`src/sv/amd2_pkg.sv`:
```
package amd2_pkg;

	localparam int MAX_NODES_DEF = 16;
	localparam int VAL_W = 24;
	localparam int RES_W = 25;
	localparam int DIF_W = 26;
	localparam int W_W = 17;
	localparam int IT_W = 16;
	localparam int SUM_W = 64;
	localparam int PRD_W = 52;
	localparam int SOL_W = 31;
	localparam int MAG_W = 62;
	localparam int LAM_W = 32;
	localparam int QDEPTH = 4;
	localparam int NSUMS = 5;
	localparam int NPRODS = 6;

	localparam logic signed [LAM_W-1:0] HALF_Q16 = 32'sd32768;
	localparam logic [LAM_W-1:0] LAM_MAX = 32'h7FFF_FFFF;
	localparam logic [IT_W-1:0] ITER_SOLVE = 16'd2;

	typedef struct packed {
		logic [VAL_W-1:0] new_value;
		logic [VAL_W-1:0] target;
		logic [W_W-1:0] weight;
		logic [IT_W-1:0] iteration;
		logic last;
		logic store;
	} item_t;

endpackage

```
`src/sv/amd2_front.sv`:
```
module amd2_front #(
	parameter int MAX_NODES = amd2_pkg::MAX_NODES_DEF
) (
	input  logic                              clk,
	input  logic                              arst_n,
	input  logic                              in_valid,
	output logic                              in_ready,
	input  logic signed [amd2_pkg::VAL_W-1:0] new_value,
	input  logic signed [amd2_pkg::VAL_W-1:0] target,
	input  logic [amd2_pkg::W_W-1:0]          weight,
	input  logic [amd2_pkg::IT_W-1:0]         iteration,
	input  logic                              last,
	output logic                              q_valid,
	output amd2_pkg::item_t                   q_item,
	input  logic                              q_pop
);
	import amd2_pkg::*;

	localparam int CAP = 3 * MAX_NODES;
	localparam int CNT_W = $clog2(CAP + 1);
	localparam int PTR_W = $clog2(QDEPTH);
	localparam logic [CNT_W-1:0] CAP_C = CNT_W'(CAP);
	localparam logic [PTR_W:0] FULL_C = (PTR_W + 1)'(QDEPTH);

	item_t fifo_q [QDEPTH];
	logic [PTR_W-1:0] wr_q;
	logic [PTR_W-1:0] rd_q;
	logic [PTR_W:0] fill_q;
	logic [CNT_W-1:0] cnt_q;
	logic push;
	logic store;

	assign in_ready = (fill_q != FULL_C);
	assign push = in_valid && in_ready;
	assign store = (cnt_q < CAP_C);
	assign q_valid = (fill_q != '0);
	assign q_item = fifo_q[rd_q];

	always_ff @(posedge clk or negedge arst_n) begin
		if (!arst_n) begin
			wr_q <= '0;
			rd_q <= '0;
			fill_q <= '0;
			cnt_q <= '0;
		end else begin
			if (push) begin
				wr_q <= wr_q + 1'b1;
				if (last) begin
					cnt_q <= '0;
				end else if (store) begin
					cnt_q <= cnt_q + 1'b1;
				end
			end
			if (q_pop) begin
				rd_q <= rd_q + 1'b1;
			end
			if (push && !q_pop) begin
				fill_q <= fill_q + 1'b1;
			end else if (!push && q_pop) begin
				fill_q <= fill_q - 1'b1;
			end
		end
	end

	always_ff @(posedge clk) begin
		if (push) begin
			fifo_q[wr_q] <= '{new_value: new_value, target: target, weight: weight,
				iteration: iteration, last: last, store: store};
		end
	end

endmodule

```
`config.mk`:
```
export PLATFORM = sky130hd
export DESIGN_NAME = amd2_front
export DESIGN_NICKNAME = d
export VERILOG_FILES = /design/src/sv/amd2_pkg.sv /design/src/sv/amd2_front.sv
export SDC_FILE = /design/constraint.sdc
export NUM_CORES = 1
export LEC_CHECK = 0
export BUFFER_PORTS_ARGS = -buffer_cell sky130_fd_sc_hd__clkbuf_2
export CAP_MARGIN = 20
export CORE_MARGIN = 4
export CORE_UTILIZATION = 51
export DETAILED_ROUTE_END_ITERATION = 12
export PLACE_DENSITY = 0.76
export SETUP_SLACK_MARGIN = 0.4
export SLEW_MARGIN = 20
export SYNTH_ARGS = -nofsm -noshare
export SYNTH_HDL_FRONTEND = slang
export SYNTH_SLANG_ARGS = --single-unit
```
`constraint.sdc`:
```
create_clock -name clk -period 2.9 [get_ports clk]
set_input_delay 0.435 -clock clk [delete_from_list [all_inputs] [get_ports clk]]
set_output_delay 0.435 -clock clk [all_outputs]
set_load 0.005 [all_outputs]
```
==> key figures, run 1 <==
Die
  – DIE HEIGHT: between 150 and 200 um
  – Die area: approximately 0.028 mm2
  – Die W: 166 um
  – Starting Density: 0.522
  – Core box area: roughly 0.025 mm2
  – Ports: around 170
  – Cell Rows: 57

STA
  – Least-Margin Pin Slew: a little under 600 ps
  – Fin Clk Skew: between 10 and 15 ps
  – Post-route setup TNS: 0 ps
  – Final period demand of the worst path: around 2500 ps
  – Final setup fails: 0
  – Max-slew violations: 0
  – Hold Fails Final Rpt: 0
  – Max Clk Rate: 407 MHz
  – Slack of the critical path: 443 ps
  – RSZ-0062 raised after global routing: true
  – Period utilisation layout: 0.847
  – Relative slew margins: 0.613

Finish
  – Fill cell count: 1688
  – Ant diodes: 0
  – Nets: just over 800
  – Non-filler cells, final: ~1100
  – Area Growth Syn to Fin: 18.9%
  – Share of cells above drive strength 1: 0.444

GRT
  – First-pass GRT wire length: 37.5 mm
  – GR Util All Layers: 0.173
  – Vias in the first global route: roughly 6500
  – Pin count of the biggest net entering global routing: 52
  – Initial antenna violation count: 2
  – GRT overflow: 0

Critical path
  – Worst Setup Start Kind: flip-flop
  – CP top delay family: flip-flops
  – Slowest stage delay, CP: between 500 and 600 ps
  – R2r setup slk: 720 ps
  – Worst path cell trace: buf_4 > mux4_2 > clkbuf_2
  – Critical path peak fanout: 9
  – WP data required: about 2500 ps
  – CP Depth: 3
  – CP max stage cell: dfrtp_4
  – Critical path arrival: 2020 ps
  – Worst Setup SP: rd_q[0]
  – Crit path to: q_item[54]
  – Worst Path Buf+Inv: 2
  – Setup crit end kind: output port
  – Start of the worst register-to-register path: fill_q[0]
  – Setup CP Type: reg -> out
  – Reg-to-reg endpoint: fill_q[1]
  – Reg2Reg Depth: 7

Yosys
  – Most common cell in the synthesized netlist: edfxtp_1
  – Sequential area share after synthesis: 0.804
  – Synth Cell Area: about 0.013 mm2
  – Synth unique cells: 36
  – Post-synth top area share: 0.779
  – Post-synth top cells: edfxtp_1 (332), mux4_2 (83), dfrtp_1 (13), and3_1 (9), buf_2 (8)
  – Post-synth EDFFs: about 330
  – #FFs+latches synth: 345
  – Asr flop ratio synth: 0.0377
  – Syn_nets: 600
  – Yosys warns: 0
  – Area leader, netlist: edfxtp_1
  – Synth top area cells: edfxtp_1 (78%), mux4_2 (15%), dfrtp_1 (2.5%)
  – Synth Flop Type: edfxtp_1
  – Syn Area/Cell: 25.2 um2
  – Syn Inst Count: 507

Run status
  – Status: finished, final reports clean

Placement
  – HPWL after DPL: roughly 15 mm
  – Port Buf Inserts: 170
  – Inst Count DP: about 1000
  – DP Worst Slack: 690 ps
  – Placer congestion estimate: between 0.8 and 0.9

Route
  – Detailed Routing Iterations Pass 1: 4
  – Routed vias: between 5000 and 6000
  – Routed wire length: about 24 mm
  – DR WL/cell: 22.4 um
  – Vias per cell: 5.59
  – Iter 0 DRT Violations: 730
  – # DRC: 0
  – DRT antenna net count: 0

Clocking
  – CTS tree: done
  – Clock input transition at the sequential cells of the worst setup and hold paths: 60 ps
  – Total clock sinks: ~350
  – H-tree lvl count: 2
  – Worst-Skew Late Latency: approximately 490 ps
  – CTS root buffer: clkbuf_16
  – CTS buffer count: 35
  – Max Root-Sink Buffers: 3

Power
  – Pleak: about 5.3 nW
  – Total power: 15.3 mW
  – Maximum VDD drop: around 620 uV
  – P per Cell Area: between 1000 and 1500 mW/mm2

Worst hold path
  – Hold WC Path Type: in -> reg

Flow run
  – Maximum Capacitance Violations: 0
==> state kept, by name, summed over array words and instances, names as in the netlist <==
| name | count |
|---|---|
| fill_q | 3 |
| fifo_q | 332 |
| cnt_q | 6 |
| wr_q | 2 |
| rd_q | 2 |
==> logic make-up after synthesis <==
logic type	after synthesis	synth area share
flip-flops	345	0.804
multiplexers	85	0.148
buffers and inverters	29	0.0184
AND/OR/NAND/NOR	20	0.00939
AO/OA/AOI/OAI	15	0.00831
adder cells (fa/ha/maj)	7	0.00743
XOR/XNOR	6	0.00411
==> timing repair <==
item / in CTS / in global routing
setup endpoints to repair: 66 / 64
hold buffers: 1 / 0
buffers inserted: 2 / 2
gates cloned: 0 / 0
gates resized for setup: 0 / 0
pin swaps: 0 / 0
endpoints found under the hold margin: 13 / 0
==> power breakdown <==
part,leakage [nW],internal (mW),switching (mW)
registers,3.19,6.58,0.342
logic,1.59,2.15,2.11
clock network,0.521,2.49,1.68
==> layout make-up <==
type	count	area (um2)	area share
Tap cell	324	405	0.0266
Inverter	8	30.0	0.00197
Clock buffer	45	956	0.0628
Clock inverter	15	113	0.00740
Timing Repair Buffer	192	1130	0.0740
Multi-Input combinational cell	133	2290	0.150
Sequential cell	345	10300	0.677
==> layer usage <==
metal | part of all wire | track usage
met5 | 0.0013 | 0
met4 | 0.019 | 0.0466
met3 | 0.071 | 0.0434
met2 | 0.51 | 0.286
met1 | 0.40 | 0.233
==> per-stage QoR <==
stage,util,area [um2],hold slack [ps]
after floorplan,-,12800,139
after global placement,0.574,14100,351
after detailed placement,0.574,14100,355
after CTS,0.620,15200,132
after global routing,0.620,15200,138
final,0.620,15200,157
==> worst register-to-register path, stage by stage, from the launching register on <==
cell and delay, ps:
dfrtp_1 430, or3b_4 490, nand2_2 120, inv_2 80, ha_1 210, inv_1 70, fa_1 400, mux2_2 270
==> cell usage in the layout, fill, tap and decap left out, types with 4 or more instances in the layout <==
master,count
and3_1,5
and3_4,4
buf_12,7
buf_4,13
clkbuf_1,8
clkbuf_16,37
clkbuf_2,170
clkinv_1,10
dfrtp_1,11
edfxtp_1,332
ha_1,6
inv_1,7
mux4_2,83
==> how the worst min path moves through the flow <==
stage                       startpoint             to  slack, ps  depth (start not counted)
after floorplan                 arst_n       cnt_q[0]        140                          0
after CTS                 new_value[1]  fifo_q[0][60]        130                          1
after global routing         weight[4]  fifo_q[3][22]        140                          1
after detailed placement        arst_n      fill_q[1]        360                          1
final                     new_value[1]  fifo_q[0][60]        160                          1
after global placement          arst_n        wr_q[1]        350                          1
(Power assumes the default switching activity.)
==> inputs of run 2 (changes only) <==
clock period = 2.2 ns   (was 2.9 ns; I/O delays follow)
==> key figures, run 2 (synthesized netlist as in run 1, its figures left out) <==
Die
  – Ports: 171 (unchanged)
  – Starting Density: 0.522 (unchanged)
  – Cell Rows: 57 (unchanged)
  – Die W: 166 um (unchanged)
  – Core box area: 0.0245 mm2 (unchanged)
  – Die area: 0.0277 mm2 (unchanged)
  – DIE HEIGHT: 166 um (unchanged)

Run status
  – Failing checks: setup timing
  – Status: finished, violations left

Clocking
  – Total clock sinks: 345 (unchanged)
  – CTS root buffer: clkbuf_16
  – CTS tree: done
  – H-tree lvl count: 2 (unchanged)
  – Clock input transition at the sequential cells of the worst setup and hold paths: 60 ps (about the same)
  – Worst-Skew Late Latency: 500 ps (about the same)
  – CTS buffer count: 36 (+2.9%)
  – Max Root-Sink Buffers: 3 (unchanged)

Critical path
  – Reg2Reg Depth: 7 (unchanged)
  – Crit path to: q_item[38]
  – Setup crit end kind: output port
  – Critical path peak fanout: 9 (unchanged)
  – R2r setup slk: 180 ps (-540 ps)
  – Reg-to-reg endpoint: fill_q[1]
  – Worst Setup Start Kind: flip-flop
  – Worst Setup SP: rd_q[0]
  – Critical path arrival: 1990 ps (-30 ps)
  – WP data required: 1870 ps (-600 ps)
  – Start of the worst register-to-register path: fill_q[0]
  – Setup CP Type: reg -> out

Route
  – # DRC: 0 (unchanged)
  – Routed wire length: 26.7 mm (+12%)
  – DR WL/cell: 24.4 um (+9.0%)
  – Top Layer Used: met4
  – Vias per cell: 5.63 (+0.66%)
  – Routed vias: 6155 (+3.7%)
  – Met3 WL: 1.92 mm (+14%)
  – Wire length on met1: 10.6 mm (+11%)
  – Detailed Routing Iterations Pass 1: 4 (unchanged)
  – DRT antenna net count: 0 (unchanged)
  – Met2 wire length: 13.8 mm (+14%)
  – Iter 0 DRT Violations: 538 (-26%)

Power
  – P per Cell Area: 1350 mW/mm2 (+34%)
  – Maximum VDD drop: 771 uV (+24%)
  – Pleak: 5.59 nW (+5.5%)

Finish
  – Area Growth Syn to Fin: 23.7%
  – Fill cell count: 1649 (-2.3%)
  – Most common cell after layout, fill and taps aside: edfxtp_1
  – Share of cells above drive strength 1: 0.477 (+0.0328)
  – Most flops, register: fifo_q
  – Biggest regs: fifo_q (332), cnt_q (6), fill_q (3)
  – Nets: 843 (+4.3%)
  – Max FFs per register: 332 (unchanged)
  – Most frequent cells in the layout: edfxtp_1 (332), clkbuf_2 (168), mux4_2 (83), clkbuf_16 (42)

GRT
  – GR Util All Layers: 0.184 (+0.0116)
  – GRT overflow: 0 (unchanged)
  – Initial antenna violation count: 0 (-2)
  – Vias in the first global route: 6615 (+1.7%)
  – First-pass GRT wire length: 39.2 mm (+4.4%)
  – Pin count of the biggest net entering global routing: 44 (-15%)

Placement
  – DP Worst Slack: 179 ps (-511 ps)
  – Port Buf Inserts: 170 (unchanged)
  – HPWL after DPL: 15.0 mm (-0.12%)
  – Placer congestion estimate: 0.718 (-14%)

STA
  – Final setup fails: 83 (+83)
  – Final period demand of the worst path: around 2300 ps
  – RSZ-0062 raised after global routing: true
  – Period utilisation layout: 1.05
  – Post-route setup TNS: -7040 ps (-7040 ps)
  – Slack of the critical path: -119 ps (-561 ps)
  – Least-Margin Pin Slew: 440 ps (-141 ps)
  – Max Clk Rate: about 430 MHz
  – Max-slew violations: 0 (unchanged)
  – Hold Fails Final Rpt: 0 (unchanged)
  – Fin Clk Skew: 10.2 ps (-1.40 ps)
  – Relative slew margins: 0.704 (+0.0916)

Worst hold path
  – Hold WC Path Type: in -> reg

Flow run
  – Maximum Capacitance Violations: 0 (unchanged)
## run 2: routing by layer
metal	GRT usage	up-vias
li1	-	2658
met5	0	-
met4	0.0434	0
met2	0.310	225
met3	0.0450	38
met1	0.248	3234
## run 2: layout make-up
| class | instances | area [um2] | share of cell area |
|---|---|---|---|
| well taps | 324 | 405 | 0.0256 |
| repair buffers | 221 | 1690 | 0.107 |
| clock buffers | 42 | 945 | 0.0597 |
| flip-flops and latches | 345 | 10300 | 0.651 |
| multi-input cells | 138 | 2360 | 0.149 |
| clock inverters | 15 | 96.3 | 0.00608 |
| inverters | 8 | 37.5 | 0.00237 |
| diodes | 1 | 2.50 | 0.000158 |
## run 2: critical path, cell delays in order (launching register included)
cell and delay [ps]:
dfrtp_4 430, buf_12 190, clkbuf_16 210, mux4_2 520, clkbuf_2 130
## run 2: worst min-delay path by stage
stage	startpoint	end	slack, ps	cells past startpoint
2_1_floorplan	arst_n	cnt_q[0]	30	0
3_3_place_gp	arst_n	cnt_q[1]	240	1
3_5_place_dp	arst_n	cnt_q[3]	240	1
4_1_cts	weight[2]	fifo_q[1][20]	20	1
5_1_grt	weight[2]	fifo_q[0][20]	20	1
6_report	new_value[23]	fifo_q[1][82]	40	1
## run 2: metrics by stage
step | hold WS [ps] | total power [mW] | utilization | area (um2) | cells
2_1_floorplan | 34.4 | 12.7 | - | 12800 | 507
3_3_place_gp | 238 | 14.8 | 0.580 | 14200 | 997
3_5_place_dp | 240 | 15.1 | 0.580 | 14200 | 997
4_1_cts | 15.0 | 21.2 | 0.634 | 15600 | 1074
5_1_grt | 24.7 | 22.4 | 0.645 | 15800 | 1093
6_report | 42.6 | 21.4 | 0.645 | 15800 | 1094
## run 2: power by group
group          leakage [nW]  total (mW)  internal (mW)  switching (mW)
Combinational          1.89        6.94           3.66            3.28
Clock                 0.510        5.40           3.16            2.24
Sequential             3.19        9.02           8.67           0.355
Total                  5.59        21.4           15.5            5.88
## run 2: repair_timing
item / in CTS / in global routing
hold buffers: 1 / 0
pin swaps: 8 / 5
endpoints found under the hold margin: 13 / 0
gates cloned: 6 / 7
endpoints found under the setup margin: 340 / 247
resized for setup: 15 / 10
setup buffers: 13 / 12
==> inputs of run 3 (changes only) <==
RECOVER_POWER = 50   (was default)
==> key figures, run 3 (synthesized netlist as in run 1, its figures left out) <==
Clocking
  – Total clock sinks: 345 (unchanged)
  – H-tree lvl count: 2 (unchanged)
  – CTS buffer count: 36 (unchanged)
  – CTS root buffer: clkbuf_16
  – CTS tree: done
  – Worst-Skew Late Latency: 500 ps (about the same)
  – Max Root-Sink Buffers: 3 (unchanged)
  – Clock input transition at the sequential cells of the worst setup and hold paths: 60 ps (about the same)

STA
  – Least-Margin Pin Slew: 723 ps (+284 ps)
  – RSZ-0062 raised after global routing: true
  – Max Clk Rate: 432 MHz (about the same)
  – Max-slew violations: 0 (unchanged)
  – Relative slew margins: 0.518 (-0.187)
  – Period utilisation layout: 1.05 (about the same)
  – Final period demand of the worst path: 2320 ps (-1.55 ps)
  – Slack of the critical path: -117 ps (+1.55 ps)
  – Hold Fails Final Rpt: 0 (unchanged)
  – Fin Clk Skew: 10.9 ps (+0.677 ps)
  – Hold_ws: 63.6 ps (+21.1 ps)
  – Final setup fails: 83 (unchanged)

Finish
  – Biggest regs: fifo_q (332), cnt_q (6), fill_q (3)
  – Most frequent cells in the layout: edfxtp_1 (332), clkbuf_1 (88), clkbuf_2 (85), mux4_2 (83), clkbuf_16 (42)
  – Area of the multi-input gates: 0.00236 mm2 (unchanged)
  – Fill cell count: 1683 (+2.1%)
  – Share of cells above drive strength 1: 0.369 (-0.108)
  – Nets: 843 (unchanged)
  – Max FFs per register: 332 (unchanged)
  – Most flops, register: fifo_q
  – Fin area: 0.0157 mm2 (-0.66%)
  – Post-layout util: 0.641 (-0.00423)
  – Area Growth Syn to Fin: 22.9%
  – Register area: 0.0103 mm2 (unchanged)
  – Non-filler cells, final: 1094 (unchanged)
  – Most common cell after layout, fill and taps aside: edfxtp_1

Critical path
  – Critical path arrival: 1990 ps (about the same)
  – Worst Setup Start Kind: flip-flop
  – WP data required: 1870 ps (about the same)
  – CP max stage cell: dfrtp_4
  – Slowest stage delay, CP: 490 ps (-30 ps)
  – Worst Path Buf+Inv: 4 (+1)
  – CP top delay family: buffers and inverters
  – Critical path peak fanout: 7 (-2)
  – Setup crit end kind: output port
  – Worst path cell trace: buf_4 > buf_16 > buf_12 > mux4_2 > clkbuf_2
  – Setup CP Type: reg -> out

Power
  – Maximum VDD drop: 800 uV (+3.8%)
  – P per Cell Area: 1360 mW/mm2 (+0.54%)
  – Pleak: 5.34 nW (-4.4%)

Die
  – Ports: 171 (unchanged)
  – DIE HEIGHT: 166 um (unchanged)
  – Die W: 166 um (unchanged)
  – Core box area: 0.0245 mm2 (unchanged)
  – Starting Density: 0.522 (unchanged)
  – Cell Rows: 57 (unchanged)
  – Die area: 0.0277 mm2 (unchanged)

GRT
  – Pin count of the biggest net entering global routing: 44 (unchanged)
  – GR Util All Layers: 0.184 (unchanged)
  – First-pass GRT wire length: 39.2 mm (unchanged)
  – Initial antenna violation count: 0 (unchanged)
  – Vias in the first global route: 6615 (unchanged)
  – GRT overflow: 0 (unchanged)

Placement
  – Port Buf Inserts: 170 (unchanged)
  – Placer congestion estimate: 0.718 (unchanged)
  – Inst Count DP: 997 (unchanged)
  – DP Worst Slack: 179 ps (unchanged)
  – Dpl cell area: 0.0142 mm2 (unchanged)
  – HPWL after DPL: 15.0 mm (unchanged)

Route
  – Routed wire length: 26.7 mm (about the same)
  – Routed vias: 6182 (+0.44%)
  – # DRC: 0 (unchanged)
  – Detailed Routing Iterations Pass 1: 7 (+3)
  – DRT antenna net count: 0 (unchanged)
  – Iter 0 DRT Violations: 547 (+1.7%)
  – Vias per cell: 5.65 (+0.44%)
  – DR WL/cell: 24.4 um (about the same)

Run status
  – Failing checks: setup timing
  – Status: finished, violations left

Worst hold path
  – Hold WC Path Type: in -> reg

Flow run
  – Maximum Capacitance Violations: 0 (unchanged)
==> run 3: cell types whose count changed in the layout (fill, tap and decap cells not counted) <==
cell	change
clkbuf_1	+83
clkbuf_2	-83
==> run 3: final cells by class <==
| cell class | count | area share |
|---|---|---|
| well taps | 324 | 0.0258 |
| inverters | 8 | 0.00239 |
| flip-flops and latches | 345 | 0.655 |
| clock buffers | 42 | 0.0600 |
| clock inverters | 15 | 0.00612 |
| multi-input cells | 138 | 0.150 |
| diodes | 1 | 0.000159 |
| repair buffers | 221 | 0.101 |
==> run 3: timing repair <==
item,CTS,global route
hold buffers,1,0
pin swaps,8,5
gates cloned,6,7
setup endpoints to repair,340,247
resized for setup,15,10
setup buffers,13,12
endpoints found under the hold margin,13,0
==> run 3: metrics by stage <==
| stage | total power [mW] | setup TNS [ps] |
|---|---|---|
| after CTS | 21.2 | -8300 |
| after detailed placement | 15.1 | 0 |
| final | 21.3 | -6880 |
| after global placement | 14.8 | 0 |
| after global routing | 22.4 | -12500 |
| after floorplan | 12.7 | 0 |
==> run 3: power breakdown <==
group	total [mW]	leakage, nW	switching [mW]	internal, mW
clock network	5.40	0.510	2.24	3.16
logic	6.91	1.65	3.28	3.64
registers	9.02	3.19	0.353	8.67
==> run 3: final timing paths <==
check,startpoint,to,slack [ps],depth (start not counted)
max in group asynchronous,arst_n,rd_q[0],1250,2
hold / removal,q_pop,rd_q[0],60,2
setup / recovery,rd_q[0],q_item[78],-120,5
hold reg to reg,cnt_q[1],cnt_q[1],570,1
min in group asynchronous,arst_n,cnt_q[3],410,2
setup reg to reg,fill_q[0],fill_q[1],180,7
==> run 3: per-layer routing <==
layer,GRT usage,part of all wire
met5,0,0
met4,0.0434,0.015
met3,0.0450,0.065
met2,0.310,0.52
met1,0.248,0.41
